$ cat src/hw/rtl/rbs_pkg.sv
// Shared constants and types for the ray / box slab intersection pipeline.
// No dependencies.
`default_nettype none
package rbs_pkg;

    localparam int COORD_W   = 32;
    localparam int FRAC_BITS = 16;
    localparam int THR_W     = 16;
    localparam int AXES      = 3;
    localparam int LANES     = 2 * AXES;
    localparam int NUM_W     = COORD_W + 1;           // |bound - origin|
    localparam int DEN_W     = COORD_W;               // |direction|
    localparam int DVD_W     = NUM_W + FRAC_BITS;     // scaled dividend
    localparam int DIV_STEPS = DVD_W;                 // one quotient bit per stage

    localparam logic [THR_W-1:0]   THR_RESET = THR_W'(1);
    localparam logic [COORD_W-1:0] T_MAX = {1'b0, {(COORD_W-1){1'b1}}};
    localparam logic [COORD_W-1:0] T_MIN = {1'b1, {(COORD_W-1){1'b0}}};

    typedef enum logic [2:0] {
        MC_HIT      = 3'd0,
        MC_EMPTY    = 3'd1,
        MC_PARALLEL = 3'd2,
        MC_DISJOINT = 3'd3,
        MC_BEHIND   = 3'd4
    } miss_cause_t;

    // One restoring-division lane.
    typedef struct packed {
        logic [DVD_W-1:0]   dvd;   // dividend bits not yet consumed, MSB first
        logic [DEN_W-1:0]   rem;
        logic [DEN_W-1:0]   den;
        logic [COORD_W-1:0] quo;   // low quotient bits
        logic               ovf;   // a quotient bit fell off the top
        logic               neg;   // quotient sign
        logic               nz;    // numerator nonzero
    } lane_t;

    typedef struct packed {
        logic            empty;
        logic [AXES-1:0] par;
        logic [AXES-1:0] par_out;
    } side_t;

    typedef struct packed {
        lane_t [LANES-1:0] lane;
        side_t             side;
    } div_word_t;

endpackage
`default_nettype wire

$ cat src/hw/rtl/rbs_prep.sv
// Front stage: slab differences, magnitudes, parallel and empty-box flags.
// Depends on rbs_pkg.
`default_nettype none
module rbs_prep (
    input  wire logic                                       clk,
    input  wire logic                                       rst_n,
    input  wire logic [rbs_pkg::THR_W-1:0]                  threshold,
    input  wire logic                                       in_valid,
    output logic                                            in_ready,
    input  wire logic [rbs_pkg::AXES-1:0][rbs_pkg::COORD_W-1:0] org,
    input  wire logic [rbs_pkg::AXES-1:0][rbs_pkg::COORD_W-1:0] dir,
    input  wire logic [rbs_pkg::AXES-1:0][rbs_pkg::COORD_W-1:0] lo,
    input  wire logic [rbs_pkg::AXES-1:0][rbs_pkg::COORD_W-1:0] hi,
    output logic                                            out_valid,
    input  wire logic                                       out_ready,
    output rbs_pkg::div_word_t                              out_word
);

    logic               v_reg;
    rbs_pkg::div_word_t word_reg;
    rbs_pkg::div_word_t word_next;

    always_comb
    begin
        logic [rbs_pkg::NUM_W-1:0] dlo;
        logic [rbs_pkg::NUM_W-1:0] dhi;
        logic [rbs_pkg::NUM_W-1:0] mlo;
        logic [rbs_pkg::NUM_W-1:0] mhi;
        logic [rbs_pkg::DEN_W-1:0] dm;
        logic                      par;
        word_next = '0;
        for (int i = 0; i < rbs_pkg::AXES; i++)
        begin
            dlo = {lo[i][rbs_pkg::COORD_W-1], lo[i]} - {org[i][rbs_pkg::COORD_W-1], org[i]};
            dhi = {hi[i][rbs_pkg::COORD_W-1], hi[i]} - {org[i][rbs_pkg::COORD_W-1], org[i]};
            mlo = dlo[rbs_pkg::NUM_W-1] ? -dlo : dlo;
            mhi = dhi[rbs_pkg::NUM_W-1] ? -dhi : dhi;
            dm  = dir[i][rbs_pkg::COORD_W-1] ? -dir[i] : dir[i];
            par = dm < {{(rbs_pkg::DEN_W-rbs_pkg::THR_W){1'b0}}, threshold};

            word_next.lane[2*i].dvd   = {mlo, {rbs_pkg::FRAC_BITS{1'b0}}};
            word_next.lane[2*i].den   = dm;
            word_next.lane[2*i].neg   = dlo[rbs_pkg::NUM_W-1] ^ dir[i][rbs_pkg::COORD_W-1];
            word_next.lane[2*i].nz    = |dlo;
            word_next.lane[2*i+1].dvd = {mhi, {rbs_pkg::FRAC_BITS{1'b0}}};
            word_next.lane[2*i+1].den = dm;
            word_next.lane[2*i+1].neg = dhi[rbs_pkg::NUM_W-1] ^ dir[i][rbs_pkg::COORD_W-1];
            word_next.lane[2*i+1].nz  = |dhi;

            word_next.side.par[i]     = par;
            word_next.side.par_out[i] = par && (($signed(org[i]) < $signed(lo[i])) ||
                                                ($signed(org[i]) > $signed(hi[i])));
            if ($signed(lo[i]) > $signed(hi[i]))
            begin
                word_next.side.empty = 1'b1;
            end
        end
    end

    assign in_ready = !v_reg || out_ready;

    always_ff @(posedge clk or negedge rst_n)
    begin
        if (!rst_n)
        begin
            v_reg <= 1'b0;
        end
        else if (in_ready)
        begin
            v_reg <= in_valid;
        end
    end

    always_ff @(posedge clk)
    begin
        if (in_valid && in_ready)
        begin
            word_reg <= word_next;
        end
    end

    assign out_valid = v_reg;
    assign out_word  = word_reg;

endmodule
`default_nettype wire

$ cat config.mk
export PLATFORM = sky130hd
export DESIGN_NAME = rbs_prep
export DESIGN_NICKNAME = d
export VERILOG_FILES = /design/src/hw/rtl/rbs_pkg.sv /design/src/hw/rtl/rbs_prep.sv
export SDC_FILE = /design/constraint.sdc
export NUM_CORES = 1
export LEC_CHECK = 0
export BUFFER_PORTS_ARGS = -buffer_cell sky130_fd_sc_hd__buf_2
export CORE_AREA = 4 4 501 503
export CTS_BUF_LIST = sky130_fd_sc_hd__clkbuf_2
export CTS_CLUSTER_DIAMETER = 100
export CTS_CLUSTER_SIZE = 10
export DETAILED_ROUTE_END_ITERATION = 12
export DIE_AREA = 0 0 505 507
export PLACE_DENSITY = 0.34
export SYNTH_ARGS = -nofsm -noshare
export SYNTH_HDL_FRONTEND = slang
export SYNTH_SLANG_ARGS = --single-unit
$ cat constraint.sdc
create_clock -name clk -period 22.4 [get_ports clk]
set_input_delay 0 -clock clk [delete_from_list [all_inputs] [get_ports clk]]
set_output_delay 0 -clock clk [all_outputs]
set_load 0.03 [all_outputs]
* After elaboration in Yosys (flattened, before gate mapping)
Index checks and enable logic that the tools add are counted.
Widths: inputs -> output; s select.
** Word-level totals
- Register bits after elaboration :: 314
- Input port bits :: 404
- Output and inout port bits :: 897
- Logic and storage cells :: 90
** Cells by class
- $add $sub $neg :: 15
- $lt $le $gt $ge :: 12
- Mux-type cells :: 10
- Bitwise gates (word level) :: 6
- Reduce and logical (&&, ||, !) cells :: 16
** Operator list (number)
- $mux 32 :: 9
- $neg 33->33 :: 6
- $reduce_or 33->1 :: 6
- $sub 32x32->33 :: 6
- $gt 32x32->1 :: 6
- $lt 32x16->1 :: 3
- $lt 32x32->1 :: 3
- $neg 32->32 :: 3
- $xor 1x1->1 :: 6
- $logic_and 1x1->1 :: 4
- $logic_or 1x1->1 :: 4
- $reduce_or 2->1 :: 1
- $logic_not 1->1 :: 1
- $mux 1 :: 1

* Longest topological paths before layout
- Word-level depth :: 4
- Gate-level depth with buffers :: 18
- Depth with buffers taken out :: 17

* Worst setup path before layout
Ideal clock, no wire load.
- Path kind :: register to register
- From :: register v_reg, in the netlist out_valid
- To :: register word_reg, in the netlist out_word[0], enable pin
- Setup time :: 713 ps
- Data arrival time :: 7958 ps
- Data required time :: 21687 ps
- Path slack :: 13729 ps
- Cell stages (with the launch flop) :: 3
- Path buffers :: 0
- Period minus slack after synthesis :: 8671 ps
- Cells stage by stage :: dfrtp_1 > nand2b_1 > and2_1
** Between the ends
- Word-level cells in the longest chain between the ends :: 3
** RTL lines
- from (decl) :: line rbs_prep.sv:19 : logic v_reg;
- from (signal assigned) :: line rbs_prep.sv:70 : v_reg <= in_valid;
- $logic_not 1->1 :: line rbs_prep.sv:60 : assign in_ready = !v_reg || out_ready;
- $logic_or 1x1->1 :: line rbs_prep.sv:60
- named net in_ready :: line rbs_prep.sv:9 : output logic in_ready,
- $logic_and 1x1->1 :: line rbs_prep.sv:76 : if (in_valid && in_ready)
- to (signal assigned) :: line rbs_prep.sv:78 : word_reg <= word_next;
- to (decl) :: line rbs_prep.sv:20 : rbs_pkg::div_word_t word_reg;
The timed path passes the listed nets, and every way through them passes these cells.
A chain may end at the register's enable or synchronous reset.

* Final worst setup path
- From :: input lo[66] (netlist bit)
- To :: register word_reg, in the netlist out_word[746] (data pin)
** Between the ends
- Word-level cells in the longest chain between the ends :: 2
** RTL lines
- from (decl) :: line rbs_prep.sv:12 : input wire logic [rbs_pkg::AXES-1:0][rbs_pkg::COORD_W-1:0] lo,
- $sub 32x32->33 (*) :: line rbs_prep.sv:34 : dlo = {lo[i][rbs_pkg::COORD_W-1], lo[i]} - {org[i][rbs_pkg::COORD_W-1], org[i]};
- $neg 33->33 :: line rbs_prep.sv:36 : mlo = dlo[rbs_pkg::NUM_W-1] ? -dlo : dlo;
Mark *: on every way between the ends. The rest lies on a longest branch, timed or not.

==> key figures <==
Synthesis
  – Async set-or-reset flop fraction in the synthesized netlist: less than 1%
  – Flops & latches, synth: 314
  – Synth Instances: 4084
  – Synth area leader: edfxtp_1
  – Synthesized area: roughly 0.035 mm²
  – Synth warn: 0
  – Post-synth EDFFs: roughly 310
  – Cell variety after synth: 92
  – Synth Area per Inst: around 8.7 µm²
  – Top FF cell, synth: edfxtp_1
  – Synth top area cells: edfxtp_1, ha_1, buf_4
  – Register area share after synthesis: about a quarter
  – Share of the synthesized area in the top cell type: between 20% and 30%

Clocking
  – CTS root buf: clkbuf_2
  – Worst-path clk slew: 0.21 ns
  – TritonCTS Buffers: 44
  – Clk_lat worst skew: 1.34 ns
  – Clock buffer depth: 3
  – H-Tree Level Count: 2
  – Clock sinks: 314
  – CTS tree: built
  – Setup bufs post-CTS: 0

Global routing
  – Largest net degree at the start of global routing: 108
  – Vias in the first global route: 37900
  – Grt ovf: 0
  – Initial antenna violation count: just over 60
  – Total GRT Usage: approximately 15%
  – First-pass GRT wire length: 277000 µm

Placed design
  – DP Worst Slack: 16.90 ns
  – IO buf count: roughly 810
  – Placed cell areas: 0.0407 mm²
  – DPL Wire Length: ~160000 µm
  – GP Congestion: just under 0.9
  – Dpl cells: 7937

Power
  – Pint: roughly 1.6 mW
  – Logic gate share of total power: 58.8%
  – Sequential Power Share: 28.5%
  – Leakage: 23.6 nW
  – P per Cell Area: about 52 mW/mm²
  – Sw frac: 44.9%
  – Psw: around 1.3 mW
  – Clk network pwr share: 12.7%
  – Peak supply drop: between 0.02 and 0.025 mV
  – Design Power: about 2.8 mW

Timing
  – Layout Skew: about 0.21 ns
  – Slew @ Worst Pin: 1.03 ns
  – Final worst slack: 15.39 ns
  – TNS Setup: 0 ns
  – Fin crit period: 7.01 ns
  – RSZ-0062 raised after global routing: no
  – Final Max Slew Viols: 0
  – Fmax: 143 MHz
  – Relative slew slack: 30.7%
  – # setup viols final: 0
  – Final hold violation count: 0
  – Final period utilization: 31.3%
  – Hold WS: 0.175 ns

Worst setup path
  – Reg-to-Reg Start: out_valid$_DFFE_PN0N_
  – Critical-path top delay cell: dlygate4sd3_1
  – Largest stage delay, worst path: 0.64 ns
  – Data required time at the worst endpoint: 23.50 ns
  – Buffers and inverters on the worst path: 9
  – Worst path top cell family by delay: buffers and inverters
  – Worst Setup SP: lo[66]
  – Cell mode on critical path: dlygate4sd3_1
  – Setup CP Type: in -> reg
  – CP Cell Sequence: dlygate4sd3_1, buf_2, dlygate4sd3_1, ha_1, dlygate4sd3_1, o21a_1, dlygate4sd3_1, o21ai_0, nand3_1, xor2_1, dlygate4sd3_1, or4_1, or3_1, dlygate4sd3_1, nor4_1, dlygate4sd3_1, nand3_1, dlygate4sd3_1, nor2_1, ha_1, and2_1
  – Worst Setup Start Kind: input port
  – Data arrival, critical path: 8.11 ns
  – CP endpoint kind: flop
  – CP max FO: 5

Routing
  – WL met3: 10400 µm
  – Wirelength per Cell: 21.2 µm
  – Pre-antenna DRT Iters: 7
  – Vias per cell: 3.97
  – M1 WL: 78900 µm
  – Initial drt markers: 2060
  – Final WL: ~200000 µm
  – Vias after detailed routing: 37200
  – DRC: 0
  – Met2 WL: 98500 µm
  – Routed Antenna Nets: 0
  – Top layer in use: met5

Hold path
  – Worst hold start: org[18]
  – Hold Path Class: in -> reg

Final layout
  – NumNets Final: 6843
  – Commonest non-fill, non-tap cell in the layout: dlygate4sd3_1
  – Layout cells sized above 1: 15.5%
  – Synth-to-layout area growth: 53.8%
  – Most frequent cells in the layout: dlygate4sd3_1, buf_2, conb_1
  – Final core utilization: 22.1%
  – Non-Filler Instances: 9358
  – Filler cells: 27400
  – Design area: 0.0543 mm²

Floorplanning
  – Starting density of the core: 14.4%
  – Core area: about 0.25 mm²
  – Site Rows: ~180
  – Height of the die: 507 µm
  – Num ports: 1301
  – Die X: 505 µm
  – Die footprint: 0.256 mm²

Status
  – Run status: completed

Job
  – Maxcap violations: 0
==> synth_stat cells (all sizes together), types with 39 or more instances <==
master and number:
o21a 43, xnor2 280, nand4 59, a31oi 44
clkbuf 96, or3 39, nor2 215, o21ai 214
o31ai 56, nand2 237, nand2b 51, nor2b 50
edfxtp 313, xor2 127, a21o 139, a21oi 257
inv 286, buf 588, ha 354, nor4 41
nand3 75, nor3 72
==> final timing paths <==
path | endpoint | slack (ns) | cells after the start
worst max-delay path | out_word[746]$_SDFFCE_PP0P_ | 15.39 | 21
worst min-delay path | out_word[141]$_DFFE_PP_ | 0.17 | 7
worst max register to register | out_word[875]$_DFFE_PP_ | 19.44 | 4
worst min register to register | out_word[496]$_DFFE_PP_ | 0.97 | 2
max in group asynchronous | out_valid$_DFFE_PN0N_ | 21.43 | 5
min in group asynchronous | out_valid$_DFFE_PN0N_ | 0.87 | 5
==> layout make-up <==
| class | count | area [µm²] | area share [%] |
|---|---|---|---|
| multi-input combinational | 3285 | 21900 | 40.3 |
| inverter | 286 | 1070 | 1.98 |
| sequential | 314 | 9420 | 17.3 |
| clock buffer | 46 | 230 | 0.424 |
| antenna | 41 | 103 | 0.189 |
| tap | 3220 | 4030 | 7.41 |
| clock inverter | 18 | 171 | 0.315 |
| timing repair buffer | 2148 | 17400 | 32.0 |
==> power groups by stage <==
stage | Clock [mW] | Combinational (mW) | Sequential [mW]
floorplan | 0 | 0.776 | 0.947
global placement | 0 | 1.25 | 0.829
detailed placement | 0 | 1.25 | 0.828
CTS | 0.407 | 1.68 | 0.816
global route | 0.417 | 1.80 | 0.817
finish | 0.362 | 1.67 | 0.810
==> timing repair <==
| action | CTS | global route |
|---|---|---|
| hold buffers | 1316 | 0 |
| gates resized for setup | 0 | 0 |
| hold endpoints to repair | 571 | 0 |
| setup endpoints to repair | 0 | 0 |
==> logic make-up (layout without fill, tap and decap cells) <==
kind of cell,Yosys count,in the layout,synth area share (%)
AO/OA/AOI/OAI,997,997,18.4
other,1,527,0.0106
buffers and inverters,970,2498,16.5
multiplexers,14,14,0.407
AND/OR/NAND/NOR,1021,1021,15.0
flip-flops,314,314,26.7
XOR/XNOR,407,407,10.1
adder cells (fa/ha/maj),360,360,12.9
==> registers in the layout, summed over array words and instances, names as in the netlist <==
signal / flops
out_word: 313
out_valid: 1
==> layer usage <==
layer	global-route usage (%)	vias to the layer above
met1	16.8	17800
met4	6.93	28
met3	2.38	268
met2	26.6	1378
li1	-	17700
met5	0	-
==> tightest hold or removal path, cell delays in order <==
cell	delay (ns)
buf_2	0.10
inv_1	0.26
ha_1	0.26
a21oi_1	0.08
nand3_1	0.09
o211a_1	0.18
xnor2_1	0.17
Note: power is estimated with default switching activity, not from simulation.
