**config.mk**
```make
export PLATFORM = sky130hd
export DESIGN_NAME = rbs_resolve
export DESIGN_NICKNAME = d
export VERILOG_FILES = /design/src/hw/rtl/rbs_pkg.sv /design/src/hw/rtl/rbs_resolve.sv
export SDC_FILE = /design/constraint.sdc
export NUM_CORES = 2
export LEC_CHECK = 0
export BUFFER_PORTS_ARGS = -buffer_cell sky130_fd_sc_hd__buf_2
export CAP_MARGIN = 25
export CORE_AREA = 10 10 369 371
export CTS_CLUSTER_DIAMETER = 80
export DETAILED_ROUTE_END_ITERATION = 6
export DIE_AREA = 0 0 379 381
export GPL_TIMING_DRIVEN = 0
export PLACE_DENSITY_LB_ADDON = 0.25
export SLEW_MARGIN = 30
export SYNTH_ARGS = -nofsm -noshare
export SYNTH_HDL_FRONTEND = slang
export SYNTH_SLANG_ARGS = --single-unit
```
**constraint.sdc**
```tcl
create_clock -name clk -period 5.16 [get_ports clk]
set_input_delay 0.774 -clock clk [delete_from_list [all_inputs] [get_ports clk]]
set_output_delay 0.774 -clock clk [all_outputs]
set_load 0.02 [all_outputs]
```
**src/hw/rtl/rbs_pkg.sv**
```systemverilog
// Shared constants and types for the ray / box slab intersection pipeline.
// No dependencies.
`default_nettype none
package rbs_pkg;

    localparam int COORD_W   = 32;
    localparam int FRAC_BITS = 16;
    localparam int THR_W     = 16;
    localparam int AXES      = 3;
    localparam int LANES     = 2 * AXES;
    localparam int NUM_W     = COORD_W + 1;           // |bound - origin|
    localparam int DEN_W     = COORD_W;               // |direction|
    localparam int DVD_W     = NUM_W + FRAC_BITS;     // scaled dividend
    localparam int DIV_STEPS = DVD_W;                 // one quotient bit per stage

    localparam logic [THR_W-1:0]   THR_RESET = THR_W'(1);
    localparam logic [COORD_W-1:0] T_MAX = {1'b0, {(COORD_W-1){1'b1}}};
    localparam logic [COORD_W-1:0] T_MIN = {1'b1, {(COORD_W-1){1'b0}}};

    typedef enum logic [2:0] {
        MC_HIT      = 3'd0,
        MC_EMPTY    = 3'd1,
        MC_PARALLEL = 3'd2,
        MC_DISJOINT = 3'd3,
        MC_BEHIND   = 3'd4
    } miss_cause_t;

    // One restoring-division lane.
    typedef struct packed {
        logic [DVD_W-1:0]   dvd;   // dividend bits not yet consumed, MSB first
        logic [DEN_W-1:0]   rem;
        logic [DEN_W-1:0]   den;
        logic [COORD_W-1:0] quo;   // low quotient bits
        logic               ovf;   // a quotient bit fell off the top
        logic               neg;   // quotient sign
        logic               nz;    // numerator nonzero
    } lane_t;

    typedef struct packed {
        logic            empty;
        logic [AXES-1:0] par;
        logic [AXES-1:0] par_out;
    } side_t;

    typedef struct packed {
        lane_t [LANES-1:0] lane;
        side_t             side;
    } div_word_t;

endpackage
`default_nettype wire

```
**src/hw/rtl/rbs_resolve.sv**
```systemverilog
// Back end: saturate quotients, order slab pairs, reduce near/far, classify.
// Four elastic stages; depends on rbs_pkg.
`default_nettype none
module rbs_resolve (
    input  wire logic                        clk,
    input  wire logic                        rst_n,
    input  wire logic                        in_valid,
    output logic                             in_ready,
    input  wire rbs_pkg::div_word_t          in_word,
    output logic                             out_valid,
    input  wire logic                        out_ready,
    output logic                             hit,
    output logic [2:0]                       miss_cause,
    output logic [rbs_pkg::COORD_W-1:0]      enter_distance,
    output logic [rbs_pkg::COORD_W-1:0]      exit_distance
);

    typedef logic [rbs_pkg::COORD_W-1:0] word_t;

    logic rdy1, rdy2, rdy3, rdy4;
    logic v1_reg, v2_reg, v3_reg, v4_reg;

    word_t [rbs_pkg::LANES-1:0] t1_reg, t1_next;
    rbs_pkg::side_t             side1_reg, side2_reg, side3_reg;
    word_t [rbs_pkg::AXES-1:0]  n2_reg, n2_next, f2_reg, f2_next;
    word_t                      n3_reg, n3_next, f3_reg, f3_next;
    rbs_pkg::miss_cause_t       cause_next;
    logic                       hit_reg;
    logic [2:0]                 cause_reg;
    word_t                      enter_reg, exit_reg;

    assign rdy4     = !v4_reg || out_ready;
    assign rdy3     = !v3_reg || rdy4;
    assign rdy2     = !v2_reg || rdy3;
    assign rdy1     = !v1_reg || rdy2;
    assign in_ready = rdy1;

    // saturate to the signed range, apply sign; a zero numerator gives zero
    always_comb
    begin
        word_t lim;
        word_t qs;
        for (int l = 0; l < rbs_pkg::LANES; l++)
        begin
            lim = in_word.lane[l].neg ? rbs_pkg::T_MIN : rbs_pkg::T_MAX;
            qs  = (in_word.lane[l].ovf || in_word.lane[l].quo > lim) ? lim
                                                                     : in_word.lane[l].quo;
            if (!in_word.lane[l].nz)
            begin
                t1_next[l] = '0;
            end
            else
            begin
                t1_next[l] = in_word.lane[l].neg ? -qs : qs;
            end
        end
    end

    // per-axis ordering; a parallel axis imposes no limit
    always_comb
    begin
        for (int i = 0; i < rbs_pkg::AXES; i++)
        begin
            if (side1_reg.par[i])
            begin
                n2_next[i] = rbs_pkg::T_MIN;
                f2_next[i] = rbs_pkg::T_MAX;
            end
            else if ($signed(t1_reg[2*i]) > $signed(t1_reg[2*i+1]))
            begin
                n2_next[i] = t1_reg[2*i+1];
                f2_next[i] = t1_reg[2*i];
            end
            else
            begin
                n2_next[i] = t1_reg[2*i];
                f2_next[i] = t1_reg[2*i+1];
            end
        end
    end

    always_comb
    begin
        n3_next = n2_reg[0];
        f3_next = f2_reg[0];
        for (int i = 1; i < rbs_pkg::AXES; i++)
        begin
            if ($signed(n2_reg[i]) > $signed(n3_next))
            begin
                n3_next = n2_reg[i];
            end
            if ($signed(f2_reg[i]) < $signed(f3_next))
            begin
                f3_next = f2_reg[i];
            end
        end
    end

    always_comb
    begin
        if (side3_reg.empty)
        begin
            cause_next = rbs_pkg::MC_EMPTY;
        end
        else if (|side3_reg.par_out)
        begin
            cause_next = rbs_pkg::MC_PARALLEL;
        end
        else if ($signed(n3_reg) > $signed(f3_reg))
        begin
            cause_next = rbs_pkg::MC_DISJOINT;
        end
        else if (f3_reg[rbs_pkg::COORD_W-1])
        begin
            cause_next = rbs_pkg::MC_BEHIND;
        end
        else
        begin
            cause_next = rbs_pkg::MC_HIT;
        end
    end

    always_ff @(posedge clk or negedge rst_n)
    begin
        if (!rst_n)
        begin
            v1_reg <= 1'b0;
            v2_reg <= 1'b0;
            v3_reg <= 1'b0;
            v4_reg <= 1'b0;
        end
        else
        begin
            if (rdy1) v1_reg <= in_valid;
            if (rdy2) v2_reg <= v1_reg;
            if (rdy3) v3_reg <= v2_reg;
            if (rdy4) v4_reg <= v3_reg;
        end
    end

    always_ff @(posedge clk)
    begin
        if (in_valid && rdy1)
        begin
            t1_reg    <= t1_next;
            side1_reg <= in_word.side;
        end
        if (v1_reg && rdy2)
        begin
            n2_reg    <= n2_next;
            f2_reg    <= f2_next;
            side2_reg <= side1_reg;
        end
        if (v2_reg && rdy3)
        begin
            n3_reg    <= n3_next;
            f3_reg    <= f3_next;
            side3_reg <= side2_reg;
        end
        if (v3_reg && rdy4)
        begin
            hit_reg   <= (cause_next == rbs_pkg::MC_HIT);
            cause_reg <= cause_next;
            enter_reg <= (cause_next == rbs_pkg::MC_HIT) ? n3_reg : '0;
            exit_reg  <= (cause_next == rbs_pkg::MC_HIT) ? f3_reg : '0;
        end
    end

    assign out_valid      = v4_reg;
    assign hit            = hit_reg;
    assign miss_cause     = cause_reg;
    assign enter_distance = enter_reg;
    assign exit_distance  = exit_reg;

endmodule
`default_nettype wire
```
; Word-level counts from Yosys, hierarchy flattened
; Cells that the tools add are included.
[word_totals]
reg_bits = 535
in_bits = 899
output_inout_bits = 70
elab_cells = 101
[classes]
n_addsub = 6
magnitude_cmp = 14
n_mux = 32
n_reduce_logical = 20
[ops]
columns = cell, n
row1 = 2-to-1 mux 32 bit, 28
row2 = greater-than comparator 32 bit, 12
row3 = negation 32 bit, 6
row4 = less-than comparator 32 bit, 2
row5 = 2-to-1 mux 3 bit, 4
row6 = logical OR 1 bit, 10
row7 = logical AND 1 bit, 4
row8 = logical NOT 1 bit, 4
row9 = logical NOT 3 bit, 1
row10 = OR reduction 3 bit, 1

; Depth between registers and ports, before layout
[logic_depth]
depth_word = 6
ltp_mapped = 24
mapped_depth_nobuf = 19

; Least setup slack after synthesis
; Ideal clock, no wire load.
[synth_timing]
kind = input-to-reg
startpoint = input out_ready
endpoint = register side1_reg[0] in the netlist's numbering, enable pin
setup_ps = 583
t_arrival_ps = 5664
required_ps = 4577
path_slack_ps = -1087
path_stages = 3
path_buffers = 0
cell_sequence = nor2b_1 > nand4_1 > and2_1
[synth_via]
elab_chain_len = 5
[synth_rtl]
columns = item, line
row1 = from (decl), rbs_resolve.sv:11  ; input wire logic out_ready,
row2 = logical OR 1 bit, rbs_resolve.sv:32  ; assign rdy4 = !v4_reg || out_ready;
row3 = logical OR 1 bit, rbs_resolve.sv:33  ; assign rdy3 = !v3_reg || rdy4;
row4 = logical OR 1 bit, rbs_resolve.sv:34  ; assign rdy2 = !v2_reg || rdy3;
row5 = logical OR 1 bit, rbs_resolve.sv:35  ; assign rdy1 = !v1_reg || rdy2;
row6 = via in_ready, rbs_resolve.sv:8  ; output logic in_ready,
row7 = logical AND 1 bit, rbs_resolve.sv:143  ; if (in_valid && rdy1)
row8 = to (signal assigned), rbs_resolve.sv:146  ; side1_reg <= in_word.side;
row9 = to (decl), rbs_resolve.sv:24  ; rbs_pkg::side_t side1_reg, side2_reg, side3_reg;
; The timed path passes the listed nets, and every way through them passes these cells.
; A chain may end at the register's enable or synchronous reset.

; Worst setup path in the final report
[layout_timing]
startpoint = register n2_reg[26] in the netlist's numbering
endpoint = register n3_reg[18] (data pin)
[layout_via]
elab_chain_len = 4
[layout_rtl]
columns = item, line
row1 = from (decl), rbs_resolve.sv:25  ; word_t [rbs_pkg::AXES-1:0] n2_reg, n2_next, f2_reg, f2_next;
row2 = from (signal assigned), rbs_resolve.sv:150  ; n2_reg <= n2_next;
row3 = greater-than comparator 32 bit, rbs_resolve.sv:88  ; if ($signed(n2_reg[i]) > $signed(n3_next))
row4 = 2-to-1 mux 32 bit (*), rbs_resolve.sv:88
row5 = greater-than comparator 32 bit, rbs_resolve.sv:88
row6 = 2-to-1 mux 32 bit (*), rbs_resolve.sv:88
row7 = via n3_next[18], rbs_resolve.sv:26  ; word_t n3_reg, n3_next, f3_reg, f3_next;
row8 = to (signal assigned), rbs_resolve.sv:156  ; n3_reg <= n3_next;
row9 = to (decl), rbs_resolve.sv:26
; The timed path passes the listed nets; every way through them passes the cells marked *.

==> flow_metrics.py <==
metrics = {
    "status": {
        "status": "complete, but fails checks",
        "violations": "negative setup slack",
    },
    "power_and_ir_drop": {
        "pwr-share-seq_pct": 34.3,
        "clockPowerShare_pct": 23.3,
        "intPower_mw": 11.6,
        "p_per_area_mw_per_mm2": 377,
        "switching_share_pct": 37.5,
        "ir_drop_mv": 0.292,
        "power_frac_comb_pct": 42.3,
        "switchingPower_mw": 6.97,
        "leakage_nw": 19.8,
    },
    "floorplanning": {
        "die_w_um": 379,
        "rows": 132,
        "die_h_um": 381,
        "die_area_mm2": 0.144,
        "start_util_pct": 31.3,
        "fp.coreArea_mm2": 0.129,
        "io_pins": 969,
    },
    "logic_synthesis": {
        "synth-seq-area-share_pct": 39.8,
        "synth_top_area_cell": "edfxtp_1",
        "syn_inst": 4298,
        "yosysWarnings": 0,
        "synthSimpleGateAreaFrac_pct": 16.9,
        "syn_avg_cell_area_um2": 9.38,
        "ys_ff_latch": 535,
        "synthMuxAreaShare_pct": 5.83,
        "synth_top_area_share_pct": 39.6,
        "synth_edf_count": 531,
        "synth_adder_area_share_pct": 14.0,
        "synth_compound_area_share_pct": 18.0,
        "ys_async_sr_fraction_pct": 0.748,
        "synth_area_leaders": "edfxtp_1, ha_1, a21oi_1",
        "yosysMostFrequentCell": "edfxtp_1",
        "syn-cell-area_mm2": 0.0403,
        "synthXorXnorAreaFrac_pct": 0.478,
        "synth_common_cells": "edfxtp_1, ha_1, nor2_1",
        "syn_nets": 5649,
        "synth_top_family_by_area": "compound AO/OA/AOI/OAI gates",
        "synth_flop_cell": "edfxtp_1",
        "synth_cell_types": 87,
    },
    "route": {
        "vias_per_cell": 5.47,
        "routed_wl_mm": 142,
        "drtPass1Iterations": 6,
        "route.detailed.drc": 0,
        "drt_iter0_drc": 3207,
        "vias": 35575,
        "postRouteAntennaNets": 0,
        "avgRoutedWirePerCell_um": 21.8,
    },
    "clock_network": {
        "htreeDepth": 2,
        "clock_latency_ns": 0.63,
        "cts_tree": "built",
        "path_clk_slew_ns": 0.06,
        "clock_tree.root_cell": "clkbuf_16",
        "cts_buffer_depth": 3,
        "clock_sinks": 535,
        "cts_buffers": 58,
    },
    "worst_setup_path": {
        "path_cells": "inv_2, ha_4, and4_4, and4_4, and4_4, o2111a_1, a221oi_4, a31oi_4, o21bai_4, buf_8, mux2i_4, ha_4, nand4_1, buf_4, nor3_4, nand4_1, buf_6, buf_6, o41ai_4, buf_4, mux2_4, clkbuf_16, nor2_2, a21oi_2",
        "critPathBufInv": 7,
        "arrival_ns": 5.91,
        "worstPathMaxFanout": 7,
        "cp_top_family": "simple AND/OR/NAND/NOR gates",
        "crit_path_end_kind": "flop",
        "start_kind": "flop",
        "crit_slowest_cell": "edfxtp_1",
        "required_ns": 5.60,
        "crit_path_frequent_cell": "and4_4",
        "cp_slowest_stage_delay_ns": 0.55,
        "path_class": "reg -> reg",
    },
    "layout": {
        "syn_to_final_growth_pct": 22.5,
        "fill_cells": 12851,
        "final_cell_count_no_fill": 6498,
        "fin_nets": 6124,
        "final_area_mm2": 0.0494,
        "largest_register_ffs": 192,
        "layout-drive-gt1-share_pct": 18.5,
    },
    "sta": {
        "finalCritPeriodShare_pct": 106,
        "rsz0062_at_grt": "yes",
        "min_period_ns": 5.47,
        "skew_ns": 0.0194,
        "fmax_mhz": 183,
        "drv_slew": 0,
        "slew_headroom_pct": 23.7,
        "tns_ns": -8.30,
        "final_hold_viol_count": 0,
        "layout_setup_ws_ns": -0.309,
        "setup_viol": 32,
        "worst_pin_slew_ns": 1.14,
    },
    "placed_design": {
        "portBuffers": 289,
        "place_area_mm2": 0.0442,
        "place_inst": 6273,
        "preCtsSetupSlack_ns": -2.25,
        "place_congestion": 0.947,
        "dp_hpwl_mm": 112,
    },
    "global_route": {
        "grt_max_degree": 55,
        "grt_pass1_vias": 34046,
        "busiest_layer": "met2",
        "overflow": 0,
        "antenna_found_initial": 10,
        "grt_pass1_wl_mm": 211,
        "grt_use_met2_pct": 29.6,
        "grt.total_usage_pct": 18.7,
        "grtUsageMet3_pct": 2.31,
        "grtUsageMet1_pct": 26.6,
    },
    "min_path": {
        "hold_path.class": "in -> reg",
    },
    "flow_run": {
        "drv_cap": 0,
    },
}
[layer usage]
metal / wire (um) / share of wire, %
met3: 8730 / 6.2
met5: 33 / 0.023
met1: 65400 / 46
met2: 63500 / 45
met4: 4280 / 3.0
[worst register-to-register path, cell delays in order, from the launching register on]
cell and delay [ns]:
edfxtp_1 0.55, inv_2 0.11, ha_4 0.28, and4_4 0.22, and4_4 0.23, and4_4 0.27
o2111a_1 0.27, a221oi_4 0.07, a31oi_4 0.17, o21bai_4 0.18, buf_8 0.19, mux2i_4 0.27
ha_4 0.17, nand4_1 0.21, buf_4 0.23, nor3_4 0.17, nand4_1 0.13, buf_6 0.16
buf_6 0.11, o41ai_4 0.37, buf_4 0.17, mux2_4 0.29, clkbuf_16 0.21, nor2_2 0.04
a21oi_2 0.21
[kinds of logic (layout without fill, tap and decap cells)]
family          after synthesis  after routing
simple gates               1382           1382
compound gates             1152           1152
flops                       535            535
buf+inv                     526           1048
fa+ha+maj                   452            452
mux                         228            228
xor+xnor                     22             22
other cells                   1              4
[timing repair]
action,CTS,global route
hold buffers,1,0
endpoints found under the hold margin,4,0
buffers inserted,87,36
pin swaps,55,40
gates cloned,5,3
resized for setup,271,204
setup endpoints to repair,138,105
[cell type report]
| cell class | instances | area [um^2] | share of cell area [%] |
|---|---|---|---|
| Antenna cell | 3 | 7.51 | 0.0152 |
| Sequential cell | 535 | 16000 | 32.5 |
| Timing Repair Buffer | 429 | 2950 | 5.97 |
| Buffer | 206 | 1060 | 2.15 |
| Tap cell | 1675 | 2100 | 4.25 |
| Clock buffer | 72 | 1580 | 3.20 |
| Clock inverter | 35 | 442 | 0.895 |
| Inverter | 306 | 1170 | 2.37 |
| Multi-Input combinational cell | 3237 | 24000 | 48.6 |
[power by group through the flow]
stage | sequential, mW | clock, mW | combinational, mW
finish | 6.39 | 4.34 | 7.88
detailed placement | 6.46 | 0 | 5.80
floorplan | 6.17 | 0 | 3.77
global placement | 6.51 | 0 | 5.67
global route | 6.44 | 4.64 | 8.50
CTS | 6.37 | 4.45 | 6.97
[metrics by stage]
stage	power [mW]	utilization, %	hold WS (ns)
2_1_floorplan	9.93	-	0.400
3_3_place_gp	12.2	34.1	0.404
3_5_place_dp	12.3	34.3	0.408
4_1_cts	17.8	37.4	0.276
5_1_grt	19.6	38.3	0.285
6_report	18.6	38.3	0.320
[placed cells by master, fill, tap and decap left out, types with 64 or more instances in the layout]
cell type | netlist | layout
and2_1 | 86 | 82
ha_1 | 452 | 436
clkbuf_1 | 191 | 152
nand3_1 | 142 | 140
nand2_1 | 252 | 249
mux2i_1 | 173 | 138
nor3_1 | 118 | 111
buf_4 | 0 | 115
o21ai_0 | 172 | 168
buf_2 | 14 | 296
o21ai_1 | 97 | 99
a21oi_1 | 390 | 335
inv_1 | 303 | 291
nor2_1 | 414 | 379
edfxtp_1 | 531 | 531
nand4_1 | 90 | 90
clkbuf_16 | 0 | 64
[worst paths after layout]
check | start | end | slack (ns) | cells past startpoint
max | n2_reg[26]$_SDFFCE_PP0P_ | n3_reg[18]$_DFFE_PP_ | -0.31 | 24
min | in_word[3] | side1_reg[3]$_DFFE_PP_ | 0.32 | 1
max reg2reg | n2_reg[26]$_SDFFCE_PP0P_ | n3_reg[18]$_DFFE_PP_ | -0.31 | 24
min reg2reg | side2_reg[6]$_DFFE_PP_ | side3_reg[6]$_DFFE_PP_ | 0.42 | 0
max in group asynchronous | rst_n | v3_reg$_DFFE_PN0P_ | 4.54 | 2
min in group asynchronous | rst_n | v2_reg$_DFFE_PN0P_ | 0.51 | 2
Power figures use the tool's default switching activity.
